$ cat src/hdl/clt_pkg.sv
// shared types, codes and helpers for the lcd terminal cursor block
package clt_pkg;

	// character codes the front part recognizes
	localparam logic [7:0] CH_BS    = 8'd8;
	localparam logic [7:0] CH_TAB   = 8'd9;
	localparam logic [7:0] CH_LF    = 8'd10;
	localparam logic [7:0] CH_FF    = 8'd12;
	localparam logic [7:0] CH_CR    = 8'd13;
	localparam logic [7:0] CH_SPACE = 8'd32;
	localparam logic [7:0] PRINT_LO = 8'd32;
	localparam logic [7:0] PRINT_HI = 8'd126;

	// row state is two bits, so at most four rows are tracked
	localparam logic [2:0] MAX_ROWS = 3'd4;

	// cap on commands per input item
	localparam int MAX_RES = 16;
	localparam int CNT_W   = $clog2(MAX_RES + 1);

	typedef enum logic [0:0] {
		REG_COLUMNS = 1'b0,
		REG_ROWS    = 1'b1
	} reg_idx_t;

	typedef enum logic [1:0] {
		CMD_SETCUR = 2'd0,
		CMD_WRITE  = 2'd1,
		CMD_CLEAR  = 2'd2,
		CMD_NONE   = 2'd3
	} cmd_t;

	typedef enum logic [2:0] {
		OP_NONE    = 3'd0,
		OP_SETPOS  = 3'd1,
		OP_NEWLINE = 3'd2,
		OP_CR      = 3'd3,
		OP_FF      = 3'd4,
		OP_TAB     = 3'd5,
		OP_BS      = 3'd6,
		OP_PRINT   = 3'd7
	} op_t;

	typedef enum logic [2:0] {
		ST_FETCH = 3'd0,
		ST_WRAP  = 3'd1,
		ST_CLEAR = 3'd2,
		ST_HOME  = 3'd3,
		ST_POS   = 3'd4,
		ST_WRITE = 3'd5,
		ST_NONE  = 3'd6
	} state_t;

	typedef struct packed {
		logic [5:0] columns;
		logic [2:0] rows;
	} cfg_t;

	typedef struct packed {
		op_t        op;
		logic [7:0] ch;
		logic [5:0] col;
		logic [1:0] row;
	} op_beat_t;

	typedef struct packed {
		cmd_t       command;
		logic [5:0] cmd_col;
		logic [1:0] cmd_row;
		logic [7:0] cmd_char;
		logic [5:0] cursor_col;
		logic [1:0] cursor_row;
		logic       last;
	} res_beat_t;

	function automatic logic [2:0] eff_rows(input logic [2:0] r);
		return (r > MAX_ROWS) ? MAX_ROWS : r;
	endfunction

endpackage

$ cat src/hdl/char_lcd_terminal_cursor.sv
// top level: character stream to lcd commands with cursor tracking
//
//  channel   handshake            beat
//  input     push / full          kind, char_code, target_col, target_row
//  result    pop / empty          command, cmd_col, cmd_row, cmd_char,
//                                 cursor_col, cursor_row, last
//  config    cfg_we               cfg_index, cfg_data
//
// one fetch step per item, then one state per command and a wrap check per glyph;
// a printed character goes through fetch, wrap check, set cursor and write, with
// clear and home added when the wrap clears; a tab repeats the last three per space;
// reset clears the cursor to 0,0 and loads 16 columns, 2 rows; no clearing pass
// a full result queue holds the sequencer in place; the operation queue lets
// the input side keep taking beats meanwhile
module char_lcd_terminal_cursor #(
	parameter int TAB_WIDTH  = 4,
	parameter int OPQ_DEPTH  = 2,
	parameter int RESQ_DEPTH = 4
) (
	input  logic       clk,
	input  logic       arst_n,
	input  logic       push,
	output logic       full,
	input  logic       kind,
	input  logic [7:0] char_code,
	input  logic [5:0] target_col,
	input  logic [2:0] target_row,
	output logic       empty,
	input  logic       pop,
	output logic [1:0] command,
	output logic [5:0] cmd_col,
	output logic [1:0] cmd_row,
	output logic [7:0] cmd_char,
	output logic [5:0] cursor_col,
	output logic [1:0] cursor_row,
	output logic       last,
	input  logic       cfg_we,
	input  logic [0:0] cfg_index,
	input  logic [5:0] cfg_data
);

	localparam int OPW  = $bits(clt_pkg::op_beat_t);
	localparam int RESW = $bits(clt_pkg::res_beat_t);

	clt_pkg::cfg_t      cfg_q;
	clt_pkg::op_beat_t  op_in;
	clt_pkg::op_beat_t  op_out;
	clt_pkg::res_beat_t res_in;
	clt_pkg::res_beat_t res_out;
	logic [OPW-1:0]     opq_rdata;
	logic [RESW-1:0]    resq_rdata;
	logic               opq_empty;
	logic               op_pop;
	logic               res_full;
	logic               res_push;

	always_ff @(posedge clk or negedge arst_n) begin
		if (!arst_n) begin
			cfg_q.columns <= 6'd16;
			cfg_q.rows    <= 3'd2;
		end else if (cfg_we) begin
			case (clt_pkg::reg_idx_t'(cfg_index))
				clt_pkg::REG_COLUMNS: cfg_q.columns <= cfg_data;
				clt_pkg::REG_ROWS:    cfg_q.rows    <= cfg_data[2:0];
				default:              cfg_q         <= cfg_q;
			endcase
		end
	end

	clt_front u_front (
		.kind       (kind),
		.char_code  (char_code),
		.target_col (target_col),
		.target_row (target_row),
		.cfg        (cfg_q),
		.op         (op_in)
	);

	clt_fifo #(
		.WIDTH (OPW),
		.DEPTH (OPQ_DEPTH)
	) u_opq (
		.clk    (clk),
		.arst_n (arst_n),
		.push   (push),
		.wdata  (op_in),
		.full   (full),
		.pop    (op_pop),
		.rdata  (opq_rdata),
		.empty  (opq_empty)
	);

	assign op_out = clt_pkg::op_beat_t'(opq_rdata);

	clt_back #(
		.TAB_WIDTH (TAB_WIDTH)
	) u_back (
		.clk      (clk),
		.arst_n   (arst_n),
		.cfg      (cfg_q),
		.op_valid (!opq_empty),
		.op       (op_out),
		.op_pop   (op_pop),
		.res_full (res_full),
		.res_push (res_push),
		.res      (res_in)
	);

	clt_fifo #(
		.WIDTH (RESW),
		.DEPTH (RESQ_DEPTH)
	) u_resq (
		.clk    (clk),
		.arst_n (arst_n),
		.push   (res_push),
		.wdata  (res_in),
		.full   (res_full),
		.pop    (pop),
		.rdata  (resq_rdata),
		.empty  (empty)
	);

	assign res_out    = clt_pkg::res_beat_t'(resq_rdata);
	assign command    = res_out.command;
	assign cmd_col    = res_out.cmd_col;
	assign cmd_row    = res_out.cmd_row;
	assign cmd_char   = res_out.cmd_char;
	assign cursor_col = res_out.cursor_col;
	assign cursor_row = res_out.cursor_row;
	assign last       = res_out.last;

endmodule

$ cat src/hdl/clt_fifo.sv
// small register queue used between the parts of the block
module clt_fifo #(
	parameter int WIDTH = 8,
	parameter int DEPTH = 2
) (
	input  logic             clk,
	input  logic             arst_n,
	input  logic             push,
	input  logic [WIDTH-1:0] wdata,
	output logic             full,
	input  logic             pop,
	output logic [WIDTH-1:0] rdata,
	output logic             empty
);

	localparam int AW = (DEPTH > 1) ? $clog2(DEPTH) : 1;
	localparam int CW = $clog2(DEPTH + 1);

	logic [WIDTH-1:0] mem_q [DEPTH];
	logic [AW-1:0]    wr_ptr_q;
	logic [AW-1:0]    rd_ptr_q;
	logic [CW-1:0]    count_q;
	logic             do_push;
	logic             do_pop;

	assign full    = (count_q == CW'(DEPTH));
	assign empty   = (count_q == '0);
	assign do_push = push && !full;
	assign do_pop  = pop && !empty;
	assign rdata   = mem_q[rd_ptr_q];

	always_ff @(posedge clk) begin
		if (do_push) begin
			mem_q[wr_ptr_q] <= wdata;
		end
	end

	always_ff @(posedge clk or negedge arst_n) begin
		if (!arst_n) begin
			wr_ptr_q <= '0;
			rd_ptr_q <= '0;
			count_q  <= '0;
		end else begin
			if (do_push) begin
				wr_ptr_q <= (wr_ptr_q == AW'(DEPTH - 1)) ? '0 : wr_ptr_q + AW'(1);
			end
			if (do_pop) begin
				rd_ptr_q <= (rd_ptr_q == AW'(DEPTH - 1)) ? '0 : rd_ptr_q + AW'(1);
			end
			if (do_push && !do_pop) begin
				count_q <= count_q + CW'(1);
			end else if (do_pop && !do_push) begin
				count_q <= count_q - CW'(1);
			end
		end
	end

endmodule

$ cat src/hdl/clt_front.sv
// front part: classifies an input beat into a cursor operation
module clt_front (
	input  logic              kind,
	input  logic [7:0]        char_code,
	input  logic [5:0]        target_col,
	input  logic [2:0]        target_row,
	input  clt_pkg::cfg_t     cfg,
	output clt_pkg::op_beat_t op
);

	logic in_range;

	assign in_range = (target_col < cfg.columns) &&
		(target_row < clt_pkg::eff_rows(cfg.rows));

	always_comb begin
		op.ch  = char_code;
		op.col = target_col;
		op.row = target_row[1:0];
		if (kind) begin
			op.op = in_range ? clt_pkg::OP_SETPOS : clt_pkg::OP_NONE;
		end else begin
			case (char_code)
				clt_pkg::CH_LF: op.op = clt_pkg::OP_NEWLINE;
				clt_pkg::CH_CR: op.op = clt_pkg::OP_CR;
				clt_pkg::CH_FF: op.op = clt_pkg::OP_FF;
				clt_pkg::CH_TAB: begin
					op.op = clt_pkg::OP_TAB;
					op.ch = clt_pkg::CH_SPACE;
				end
				clt_pkg::CH_BS: begin
					op.op = clt_pkg::OP_BS;
					op.ch = clt_pkg::CH_SPACE;
				end
				default: begin
					if (char_code inside {[clt_pkg::PRINT_LO:clt_pkg::PRINT_HI]}) begin
						op.op = clt_pkg::OP_PRINT;
					end else begin
						op.op = clt_pkg::OP_NONE;
					end
				end
			endcase
		end
	end

endmodule

$ cat src/hdl/clt_back.sv
// back part: cursor state and the command sequencer
module clt_back #(
	parameter int TAB_WIDTH = 4
) (
	input  logic               clk,
	input  logic               arst_n,
	input  clt_pkg::cfg_t      cfg,
	input  logic               op_valid,
	input  clt_pkg::op_beat_t  op,
	output logic               op_pop,
	input  logic               res_full,
	output logic               res_push,
	output clt_pkg::res_beat_t res
);

	localparam int NW = $clog2(TAB_WIDTH + 1);
	localparam int CW = clt_pkg::CNT_W;

	clt_pkg::state_t state_q, state_d;
	clt_pkg::op_t    op_q;
	logic [7:0]      ch_q;
	logic [NW-1:0]   left_q;
	logic            bs_phase_q;
	logic [CW-1:0]   cnt_q;
	logic [5:0]      col_q;
	logic [1:0]      row_q;

	logic emit;
	logic final_cmd;
	logic capped;
	logic go;
	logic row_adv;
	logic wrap_need;

	// spaces from a column to the next tab stop
	function automatic logic [NW-1:0] tab_span(input logic [5:0] c);
		logic [NW-1:0] r;
		r = '0;
		for (int k = 0; k < 64; k++) begin
			if (c == 6'(k)) begin
				r = NW'(TAB_WIDTH - (k % TAB_WIDTH));
			end
		end
		return r;
	endfunction

	assign row_adv   = ({1'b0, row_q} + 3'd1) < clt_pkg::eff_rows(cfg.rows);
	assign wrap_need = (col_q >= cfg.columns);
	assign capped    = (cnt_q >= CW'(clt_pkg::MAX_RES));
	assign go        = !emit || capped || !res_full;
	assign res_push  = emit && !capped && !res_full;
	assign op_pop    = (state_q == clt_pkg::ST_FETCH) && op_valid;

	// outputs of the sequencer
	always_comb begin
		emit           = 1'b0;
		final_cmd      = 1'b0;
		res.command    = clt_pkg::CMD_NONE;
		res.cmd_col    = '0;
		res.cmd_row    = '0;
		res.cmd_char   = '0;
		res.cursor_col = col_q;
		res.cursor_row = row_q;
		case (state_q)
			clt_pkg::ST_CLEAR: begin
				emit        = 1'b1;
				res.command = clt_pkg::CMD_CLEAR;
			end
			clt_pkg::ST_HOME: begin
				emit        = 1'b1;
				res.command = clt_pkg::CMD_SETCUR;
				final_cmd   = (op_q == clt_pkg::OP_FF);
			end
			clt_pkg::ST_POS: begin
				emit        = 1'b1;
				res.command = clt_pkg::CMD_SETCUR;
				res.cmd_col = col_q;
				res.cmd_row = row_q;
				final_cmd   = (op_q == clt_pkg::OP_NEWLINE) || (op_q == clt_pkg::OP_CR) ||
					(op_q == clt_pkg::OP_SETPOS) || ((op_q == clt_pkg::OP_BS) && bs_phase_q);
			end
			clt_pkg::ST_WRITE: begin
				emit         = 1'b1;
				res.command  = clt_pkg::CMD_WRITE;
				res.cmd_char = ch_q;
				final_cmd    = (op_q == clt_pkg::OP_PRINT) ||
					((op_q == clt_pkg::OP_TAB) && (left_q == NW'(1)));
			end
			clt_pkg::ST_NONE: begin
				emit      = 1'b1;
				final_cmd = 1'b1;
			end
			default: begin
				emit = 1'b0;
			end
		endcase
		// past the cap the last kept command closes the item
		res.last = final_cmd || (cnt_q == CW'(clt_pkg::MAX_RES - 1));
	end

	// next state
	always_comb begin
		state_d = state_q;
		case (state_q)
			clt_pkg::ST_FETCH: begin
				if (op_valid) begin
					case (op.op)
						clt_pkg::OP_SETPOS:  state_d = clt_pkg::ST_POS;
						clt_pkg::OP_CR:      state_d = clt_pkg::ST_POS;
						clt_pkg::OP_NEWLINE: state_d = row_adv ? clt_pkg::ST_POS : clt_pkg::ST_CLEAR;
						clt_pkg::OP_FF:      state_d = clt_pkg::ST_CLEAR;
						clt_pkg::OP_TAB:     state_d = clt_pkg::ST_WRAP;
						clt_pkg::OP_PRINT:   state_d = clt_pkg::ST_WRAP;
						clt_pkg::OP_BS:      state_d = (col_q != '0) ? clt_pkg::ST_POS : clt_pkg::ST_NONE;
						default:             state_d = clt_pkg::ST_NONE;
					endcase
				end
			end
			clt_pkg::ST_WRAP: begin
				state_d = (wrap_need && !row_adv) ? clt_pkg::ST_CLEAR : clt_pkg::ST_POS;
			end
			clt_pkg::ST_CLEAR: begin
				if (go) begin
					state_d = clt_pkg::ST_HOME;
				end
			end
			clt_pkg::ST_HOME: begin
				if (go) begin
					state_d = final_cmd ? clt_pkg::ST_FETCH : clt_pkg::ST_POS;
				end
			end
			clt_pkg::ST_POS: begin
				if (go) begin
					state_d = final_cmd ? clt_pkg::ST_FETCH : clt_pkg::ST_WRITE;
				end
			end
			clt_pkg::ST_WRITE: begin
				if (go) begin
					if (final_cmd) begin
						state_d = clt_pkg::ST_FETCH;
					end else if (op_q == clt_pkg::OP_BS) begin
						state_d = clt_pkg::ST_POS;
					end else begin
						state_d = clt_pkg::ST_WRAP;
					end
				end
			end
			clt_pkg::ST_NONE: begin
				if (go) begin
					state_d = clt_pkg::ST_FETCH;
				end
			end
			default: state_d = clt_pkg::ST_FETCH;
		endcase
	end

	always_ff @(posedge clk or negedge arst_n) begin
		if (!arst_n) begin
			state_q    <= clt_pkg::ST_FETCH;
			op_q       <= clt_pkg::OP_NONE;
			ch_q       <= '0;
			left_q     <= '0;
			bs_phase_q <= 1'b0;
			cnt_q      <= '0;
			col_q      <= '0;
			row_q      <= '0;
		end else begin
			state_q <= state_d;
			if (res_push) begin
				cnt_q <= cnt_q + CW'(1);
			end
			case (state_q)
				clt_pkg::ST_FETCH: begin
					if (op_valid) begin
						op_q       <= op.op;
						ch_q       <= op.ch;
						left_q     <= tab_span(col_q);
						bs_phase_q <= 1'b0;
						cnt_q      <= '0;
						case (op.op)
							clt_pkg::OP_SETPOS: begin
								col_q <= op.col;
								row_q <= op.row;
							end
							clt_pkg::OP_NEWLINE: begin
								col_q <= '0;
								row_q <= row_adv ? row_q + 2'd1 : 2'd0;
							end
							clt_pkg::OP_CR: col_q <= '0;
							clt_pkg::OP_FF: begin
								col_q <= '0;
								row_q <= '0;
							end
							clt_pkg::OP_BS: begin
								if (col_q != '0) begin
									col_q <= col_q - 6'd1;
								end
							end
							default: begin
								col_q <= col_q;
							end
						endcase
					end
				end
				clt_pkg::ST_WRAP: begin
					// deferred wrap happens only when the next character prints
					if (wrap_need) begin
						col_q <= '0;
						row_q <= row_adv ? row_q + 2'd1 : 2'd0;
					end
				end
				clt_pkg::ST_POS: begin
					if (go) begin
						if (op_q == clt_pkg::OP_BS) begin
							bs_phase_q <= 1'b1;
						end else if ((op_q == clt_pkg::OP_PRINT) || (op_q == clt_pkg::OP_TAB)) begin
							col_q <= col_q + 6'd1;
						end
					end
				end
				clt_pkg::ST_WRITE: begin
					if (go && !final_cmd && (op_q == clt_pkg::OP_TAB)) begin
						left_q <= left_q - NW'(1);
					end
				end
				default: begin
					col_q <= col_q;
				end
			endcase
		end
	end

endmodule

$ cat config.mk
export PLATFORM = sky130hd
export DESIGN_NAME = char_lcd_terminal_cursor
export DESIGN_NICKNAME = d
export VERILOG_FILES = /design/src/hdl/clt_pkg.sv /design/src/hdl/char_lcd_terminal_cursor.sv /design/src/hdl/clt_fifo.sv /design/src/hdl/clt_front.sv /design/src/hdl/clt_back.sv
export SDC_FILE = /design/constraint.sdc
export NUM_CORES = 1
export LEC_CHECK = 0
export CORE_MARGIN = 4
export CORE_UTILIZATION = 50
export CTS_CLUSTER_DIAMETER = 120
export DETAILED_ROUTE_END_ITERATION = 8
export DONT_BUFFER_PORTS = 1
export GPL_TIMING_DRIVEN = 0
export PLACE_DENSITY = 0.68
export SYNTH_ARGS = -nofsm -noshare
export SYNTH_HDL_FRONTEND = slang
export SYNTH_SLANG_ARGS = --single-unit
$ cat constraint.sdc
create_clock -name clk -period 3 [get_ports clk]
set_clock_uncertainty 0.2 [all_clocks]
set_input_delay 0.15 -clock clk [delete_from_list [all_inputs] [get_ports clk]]
set_output_delay 0.15 -clock clk [all_outputs]
set_load 0.02 [all_outputs]
==> results of run 1 <==
worst max-delay path, cell delays in order, from the launching register on:
cell and delay (ns):
sky130_fd_sc_hd__dfrtp_1 0.41, sky130_fd_sc_hd__buf_4 0.19, sky130_fd_sc_hd__and2_1 0.19, sky130_fd_sc_hd__a211oi_4 0.29, sky130_fd_sc_hd__nor2b_4 0.24, sky130_fd_sc_hd__buf_4 0.18
sky130_fd_sc_hd__ha_1 0.19, sky130_fd_sc_hd__inv_1 0.06, sky130_fd_sc_hd__fa_1 0.37, sky130_fd_sc_hd__xor2_1 0.17, sky130_fd_sc_hd__nor2_1 0.11, sky130_fd_sc_hd__xor2_1 0.15
timing repair:
item / CTS / global route
gates cloned: 0 / 0
endpoints found under the hold margin: 102 / 0
hold buffers: 44 / 0
endpoints found under the setup margin: 110 / 9
resized for setup: 7 / 6
area by class of cell:
class,count,area [um2]
Sequential cell,197,5664
Multi-Input combinational cell,411,3296
Timing Repair Buffer,45,473.0
Clock buffer,19,432.9
Fill cell,1389,7490
Tap cell,229,286.5
Inverter,28,105.1
Clock inverter,13,121.4
Buffer,34,156.4
worst min-delay path by stage:
stage	startpoint	endpoint	slack [ns]	cells past startpoint
after global routing	arst_n	cfg_q[6]	0.04	2
final	arst_n	cfg_q[0]	0.02	2
after floorplan	arst_n	cfg_q[0]	-0.35	0
after global placement	arst_n	cfg_q[2]	-0.34	0
after CTS	char_code[0]	u_opq.mem_q[1][16]	0.02	2
after detailed placement	arst_n	cfg_q[2]	-0.34	0
state kept, by name, indices dropped and copies added, names as in the netlist:
signal / cells
u_back.row_q: 2
u_back.left_q: 3
u_back.col_q: 6
u_resq.mem_q: 108
u_back.op_q: 3
cfg_q: 9
u_back.cnt_q: 5
u_resq.wr_ptr_q: 2
u_resq.rd_ptr_q: 2
u_back.state_q: 3
u_opq.mem_q: 38
u_back.bs_phase_q: 1
u_opq.wr_ptr_q: 1
u_resq.count_q: 3
u_opq.count_q: 2
u_opq.rd_ptr_q: 1
u_back.ch_q: 8
cells in the final DEF, fill, tap and decap left out, types with 3 or more instances in the layout:
cell type,count
sky130_fd_sc_hd__inv_1,26
sky130_fd_sc_hd__and2_1,13
sky130_fd_sc_hd__xor2_1,7
sky130_fd_sc_hd__edfxtp_1,146
sky130_fd_sc_hd__o21bai_1,5
sky130_fd_sc_hd__a21boi_0,3
sky130_fd_sc_hd__o22ai_1,7
sky130_fd_sc_hd__a21o_1,3
sky130_fd_sc_hd__a21oi_1,27
sky130_fd_sc_hd__nand2_1,45
sky130_fd_sc_hd__o221ai_1,5
sky130_fd_sc_hd__ha_1,32
sky130_fd_sc_hd__nor2b_1,6
sky130_fd_sc_hd__o31a_1,3
sky130_fd_sc_hd__dfrtp_1,48
sky130_fd_sc_hd__a31oi_1,9
sky130_fd_sc_hd__clkbuf_16,17
sky130_fd_sc_hd__or3b_2,3
sky130_fd_sc_hd__dlygate4sd3_1,43
sky130_fd_sc_hd__nand2b_1,7
sky130_fd_sc_hd__nand3_1,12
sky130_fd_sc_hd__buf_4,3
sky130_fd_sc_hd__mux2_2,10
sky130_fd_sc_hd__and3_1,8
sky130_fd_sc_hd__and2_2,4
sky130_fd_sc_hd__xnor2_1,8
sky130_fd_sc_hd__mux4_2,27
sky130_fd_sc_hd__clkinvlp_4,4
sky130_fd_sc_hd__clkbuf_1,22
sky130_fd_sc_hd__nor4_1,4
sky130_fd_sc_hd__nand4_1,4
sky130_fd_sc_hd__o21ai_0,41
sky130_fd_sc_hd__inv_6,3
sky130_fd_sc_hd__a211oi_1,7
sky130_fd_sc_hd__mux2i_1,23
sky130_fd_sc_hd__nor3_1,8
sky130_fd_sc_hd__o211ai_1,3
sky130_fd_sc_hd__nor2_1,34
sky130_fd_sc_hd__buf_2,7
sky130_fd_sc_hd__clkinv_4,3
logic make-up after synthesis:
family / count (synthesis)
adders and majority gates: 33
muxes: 60
AOI/OAI and AO/OA: 131
and+or+nand+nor: 172
buffers and inverters: 62
DFF: 197
xor gates and xnor gates: 15
where the power goes:
group / internal [mW] / switching [mW] / total [mW]
combinational: 1.74 / 2.83 / 4.57
sequential: 4.04 / 0.466 / 4.51
clock: 1.09 / 1.01 / 2.10
total: 6.87 / 4.31 / 11.2
routing by layer:
metal  vias up  part of all wire  wire (um)  track usage
met5         -                 0          0            0
met4         0             0.025        475      0.07136
met3        41             0.063       1178      0.04659
met2       207              0.48       8995       0.3113
met1      2836              0.43       8010       0.2488
li1       2669                 -          -            -
metrics by stage:
step | cells | setup TNS (ns) | utilization | hold slack [ns] | worst slack, ns
after global placement | 899 | -46.36 | 0.5257 | -0.3416 | -0.4353
after detailed placement | 900 | -56.88 | 0.5267 | -0.3421 | -0.5762
after global routing | 976 | 0 | 0.5845 | 0.04399 | 0.01833
after CTS | 976 | 0 | 0.5838 | 0.01598 | 0.07764
after floorplan | 670 | 0 | - | -0.3456 | 0.2296
final | 976 | 0 | 0.5845 | 0.02014 | 0.1529
==> summary.md, run 1 <==
| Metric | Value |
|---|---|
| Outcome | finished, final reports clean |
| TritonCTS clock tree | done |
| TritonRoute pass-1 iters | 5 |
| Post-placement cell area | 9493 um2 |
| Number of violations of the max-capacitance limit | 0 |
| Final Hold Fails | 0 |
| R2r endpoint | u_resq.count_q[2] |
| Capture point of the critical path | u_resq.count_q[2] |
| Clock root cell | sky130_fd_sc_hd__clkbuf_16 |
| Timing startpoint of the critical path | u_back.state_q[2] |
| Share of the synthesized area in compound gates (AO/OA/AOI/OAI) | 0.09191 |
| Final worst-path cycle share | 0.9490 |
| Critical Path Fanout Max | 10 |
| Max-slew violation count | 0 |
| Count of unique library cells instantiated by Yosys | 70 |
| Vias per cell | 5.894 |
| Core ar. | 18,020 um2 |
| Drt initial violations | 437 |
| Number of inserted diodes | 0 |
| Relative max-transition margin | 0.3975 |
| Synthesized netlist net count | 733 |
| Placer Congestion | 0.8967 |
| I/O pin cnt | 59 |
| Post-synthesis sequential area ratio | 0.6163 |
| # Post-CTS Setup Buffers | 0 |
| Final design instance area without fill | 10,540 um2 |
| Clock transition time at the flip-flop clock pins of the worst setup and hold paths | 0.07 ns |
| Launching point of the worst reg2reg path | u_back.state_q[2] |
| # rows | 49 |
| Adder and majority gate portion of the synthesized area | 0.04575 |
| Maximum number of pins on one net before global-route repair | 52 |
| Cell area after synthesis | 9189 um2 |
| CTS HTree Levels | 4 |
| Total power density per cell area | 1061 nW/um2 |
| Multiplexer share of the synthesized area | 0.1035 |
| #FFs+latches synth | 197 |
| Routed vias | 5,753 |
| WP data required | 3.16 ns |
| Ratio of cells with drive above 1 in the final layout | 0.1419 |
| Remaining antenna violation count | 0 |
| Area share of xor/xnor cells in the synthesized design | 0.01430 |
| Cell type contributing the most total cell area after synthesis | sky130_fd_sc_hd__edfxtp_1 |
| Library cell with the highest instance count after synthesis | sky130_fd_sc_hd__edfxtp_1 |
| Congestion Overflow GR | 0 |
| Share of synthesized cell area in and, or, nand and nor gates | 0.1002 |
| WL/cell | 19.12 um |
| Top cell type's share of synthesized area | 0.4771 |
| Synth cell count leaders | sky130_fd_sc_hd__edfxtp_1, sky130_fd_sc_hd__dfrtp_1, sky130_fd_sc_hd__nand2_1 |
| Top post-synthesis cells by area | sky130_fd_sc_hd__edfxtp_1, sky130_fd_sc_hd__dfrtp_1, sky130_fd_sc_hd__mux4_2 |
| Routed Wire Length | 18,660 um |
| Latest clock arrival within the worst-skew pair | 0.43 ns |
| Max Root-Sink Buffers | 2 |
| TritonCTS Buffers | 17 |
| Total Power | 11.18 mW |
| RSZ-0062 raised after global routing | false |
| DIE AREA | 20,610 um2 |
| Post-layout minimum cycle time | 2.847 ns |
| Final setup violation count | 0 |
| Layout Area Growth over Synthesis | 14.65% |
| Crit path arrival time | 3.01 ns |
| Number of I/O port buffers | 0 |
| DRC | 0 |
| Worst hold-check path type | in2async |
| Die outline height | 143.6 um |
| GR Util All Layers | 0.1904 |
| Async set or reset register ratio after synthesis | 0.2589 |
| Peak supply drop | 0.0005346 V |
| Die Width | 143.6 um |
| Number of global-route vias before repair | 5,897 |
| Yosys warning count | 0 |
| CTS Sinks | 197 |
| Most frequently used flop master after synthesis | sky130_fd_sc_hd__edfxtp_1 |
| Number of nets in the layout | 797 |
| Crit path launch type | flop |
| Setup slack, reg-to-reg | 0.15 ns |
| Per-instance average area after synthesis | 13.71 um2 |
| Path type of the worst setup path | reg2reg |
| Lkg Pwr | 3.881 nW |
| Post-synth EDFFs | 146 |
| HPWL Detailed | 12,800 um |
| Worst-margin pin slew | 0.9038 ns |
| Crit. End Element | flop |
| Effective utilization at floorplan | 0.5098 |
| Highest Clock Rate | 0.3512 GHz |
| Post-Syn Instances | 670 |
| Dominant combinational cell family by area after synthesis | multiplexers |
| Worst reg-to-reg path cell count | 11 |
| Antenna violations before repair | 0 |
| Global-route wire length before repair | 30,340 um |
Note: power is estimated with default switching activity, not from simulation.
==> inputs of run 2 (changes only) <==
REMOVE_ABC_BUFFERS = 1   (was default)
==> summary.md, run 2 (synthesized netlist as in run 1, its figures left out) <==
| Metric | Value |
|---|---|
| Logic pwr share | 0.377 (-0.031) |
| Path type of the worst setup path | reg2reg |
| Ratio of cells with drive above 1 in the final layout | 0.1446 (+0.002744) |
| RSZ-0062 raised after global routing | false |
| Biggest regs | u_resq.mem_q (108), u_opq.mem_q (38), cfg_q (9) |
| Final setup violation count | 0 (unchanged) |
| Largest register FFs | 108 (unchanged) |
| Switching part of the total | 0.3786 (-0.006960) |
| Layout Area Growth over Synthesis | 13.96% |
| Final design instance area without fill | 10,470 um2 (-0.61%) |
| Post-layout minimum cycle time | 2.900 ns (+0.05298 ns) |
| Peak supply drop | 0.0005364 V (+0.33%) |
| Routed vias | 5,502 (-4.4%) |
| R2r endpoint | u_back.col_q[4] |
| Latest clock arrival within the worst-skew pair | 0.43 ns (about the same) |
| CTS HTree Levels | 4 (unchanged) |
| Capture point of the critical path | u_back.col_q[4] |
| Drt initial violations | 365 (-16%) |
| Layout Cells excl Fill | 948 (-2.9%) |
| Final Hold Fails | 0 (unchanged) |
| HPWL Detailed | 11,720 um (-8.5%) |
| I/O pin cnt | 59 (unchanged) |
| DRC | 0 (unchanged) |
| Relative max-transition margin | 0.1405 (-0.2570) |
| Number of violations of the max-capacitance limit | 0 (unchanged) |
| Number of inserted diodes | 0 (unchanged) |
| Worst reg-to-reg path cell count | 6 (-5) |
| Outcome | finished, final reports clean |
| Number of I/O port buffers | 0 (unchanged) |
| Highest Clock Rate | 0.3448 GHz (-1.8%) |
| Number of global-route vias before repair | 5,638 (-4.4%) |
| Die outline height | 143.6 um (unchanged) |
| Max-slew violation count | 0 (unchanged) |
| DIE AREA | 20,610 um2 (unchanged) |
| Crit path arrival time | 2.99 ns (-0.02 ns) |
| Timing startpoint of the critical path | u_opq.rd_ptr_q |
| Max Root-Sink Buffers | 2 (unchanged) |
| Clock root cell | sky130_fd_sc_hd__clkbuf_16 |
| Placer Congestion | 0.8181 (-8.8%) |
| Global-route wire length before repair | 29,490 um (-2.8%) |
| Leading cell types in the layout, fill and taps excluded | sky130_fd_sc_hd__edfxtp_1, sky130_fd_sc_hd__nand2_1, sky130_fd_sc_hd__dfrtp_1 |
| Net switching power figure | 4.245 mW (-1.5%) |
| Clock Power Share | 0.193 (+0.005) |
| Leading cell type in the layout, fill and taps excluded | sky130_fd_sc_hd__edfxtp_1 |
| WL/cell | 19.04 um (-0.41%) |
| Routed Wire Length | 18,050 um (-3.3%) |
| Lkg Pwr | 3.857 nW (-0.62%) |
| Critical Path Fanout Max | 26 (+16) |
| Crit path launch type | flop |
| Worst-margin pin slew | 1.289 ns (+0.3855 ns) |
| Remaining antenna violation count | 0 (unchanged) |
| CTS Sinks | 197 (unchanged) |
| Clock transition time at the flip-flop clock pins of the worst setup and hold paths | 0.07 ns (about the same) |
| TritonCTS Buffers | 17 (unchanged) |
| Vias per cell | 5.804 (-1.5%) |
| WP data required | 3.09 ns (-0.07 ns) |
| TritonCTS clock tree | done |
| Congestion Overflow GR | 0 (unchanged) |
| # rows | 49 (unchanged) |
| Die Width | 143.6 um (unchanged) |
| Maximum number of pins on one net before global-route repair | 52 (unchanged) |
| Antenna violations before repair | 0 (unchanged) |
| Number of placed instances, taps included | 867 (-3.7%) |
| GR Util All Layers | 0.1848 (-0.005677) |
| Setup slack, reg-to-reg | 0.1 ns (-0.05 ns) |
| Number of nets in the layout | 770 (-3.4%) |
| Launching point of the worst reg2reg path | u_opq.rd_ptr_q |
| Worst hold-check path type | in2async |
| Total power density per cell area | 1071 nW/um2 (+0.91%) |
| Crit. End Element | flop |
| Register with the most flip-flops | u_resq.mem_q |
| Effective utilization at floorplan | 0.5098 (unchanged) |
| Post-placement cell area | 9361 um2 (-1.4%) |
| Core ar. | 18,020 um2 (unchanged) |
| TritonRoute pass-1 iters | 5 (unchanged) |
| Final core utilization | 0.5809 (-0.003541) |
| Sequential fraction of design power | 0.431 (+0.028) |
| Final worst-path cycle share | 0.9667 (+0.01766) |
| Cell-internal power | 6.968 mW (+1.4%) |
## run 2: per-layer routing
layer / part of all wire / GRT usage / vias to the layer above
li1: - / - / 2608
met1: 0.44 / 0.2427 / 2760
met2: 0.50 / 0.3131 / 117
met3: 0.043 / 0.03827 / 17
met4: 0.014 / 0.05401 / 0
met5: 0 / 0 / -
## run 2: through the flow
step / TNS [ns] / power [mW] / hold slack (ns) / setup slack, ns
after floorplan: -0.009040 / 7.829 / -0.3456 / -0.006885
after global placement: -107.16 / 8.691 / -0.3435 / -0.9645
after detailed placement: -120.77 / 8.968 / -0.3439 / -1.101
after CTS: 0 / 11.26 / 0.009627 / 0.03205
after global routing: 0 / 11.93 / 0.03545 / 0.02088
final: 0 / 11.21 / 0.01893 / 0.09992
## run 2: timing repair
item	4_1_cts	5_1_grt
cloned	0	0
pin swaps	1	2
endpoints found under the hold margin	103	0
setup buffers	0	7
endpoints found under the setup margin	137	113
hold buffers	43	0
gates resized for setup	14	2
## run 2: worst min-delay path by stage
stage | depth (start not counted) | to | startpoint
floorplan | 0 | cfg_q[0] | arst_n
global placement | 0 | u_resq.rd_ptr_q[0] | arst_n
CTS | 4 | u_opq.mem_q[1][16] | target_col[5]
detailed placement | 0 | u_resq.rd_ptr_q[1] | arst_n
finish | 2 | u_resq.rd_ptr_q[1] | arst_n
global route | 2 | u_resq.rd_ptr_q[0] | arst_n
## run 2: power by group through the flow
stage                     combinational, mW  sequential [mW]  clock, mW
final                                  4.22             4.83       2.16
after global routing                   4.66             4.96       2.31
after CTS                              4.20             4.85       2.21
after detailed placement               4.06             4.91          0
after global placement                 3.77             4.92          0
after floorplan                        3.14             4.69          0
## run 2: area by class of cell
| type | count | area, um2 |
|---|---|---|
| fillers | 1408 | 7553 |
| clock buffers | 19 | 432.9 |
| multi-input cells | 411 | 3316 |
| repair buffers | 52 | 535.5 |
| well taps | 229 | 286.5 |
| inverters | 28 | 110.1 |
| flip-flops and latches | 197 | 5670 |
| clock inverters | 12 | 120.1 |
## run 2: critical path: stages (launching register included)
cell	delay, ns
sky130_fd_sc_hd__dfrtp_2	0.81
sky130_fd_sc_hd__mux2i_4	0.53
sky130_fd_sc_hd__mux2i_1	0.28
sky130_fd_sc_hd__o21bai_1	0.23
sky130_fd_sc_hd__nor2_1	0.13
sky130_fd_sc_hd__a2111oi_0	0.44
sky130_fd_sc_hd__a211oi_1	0.14
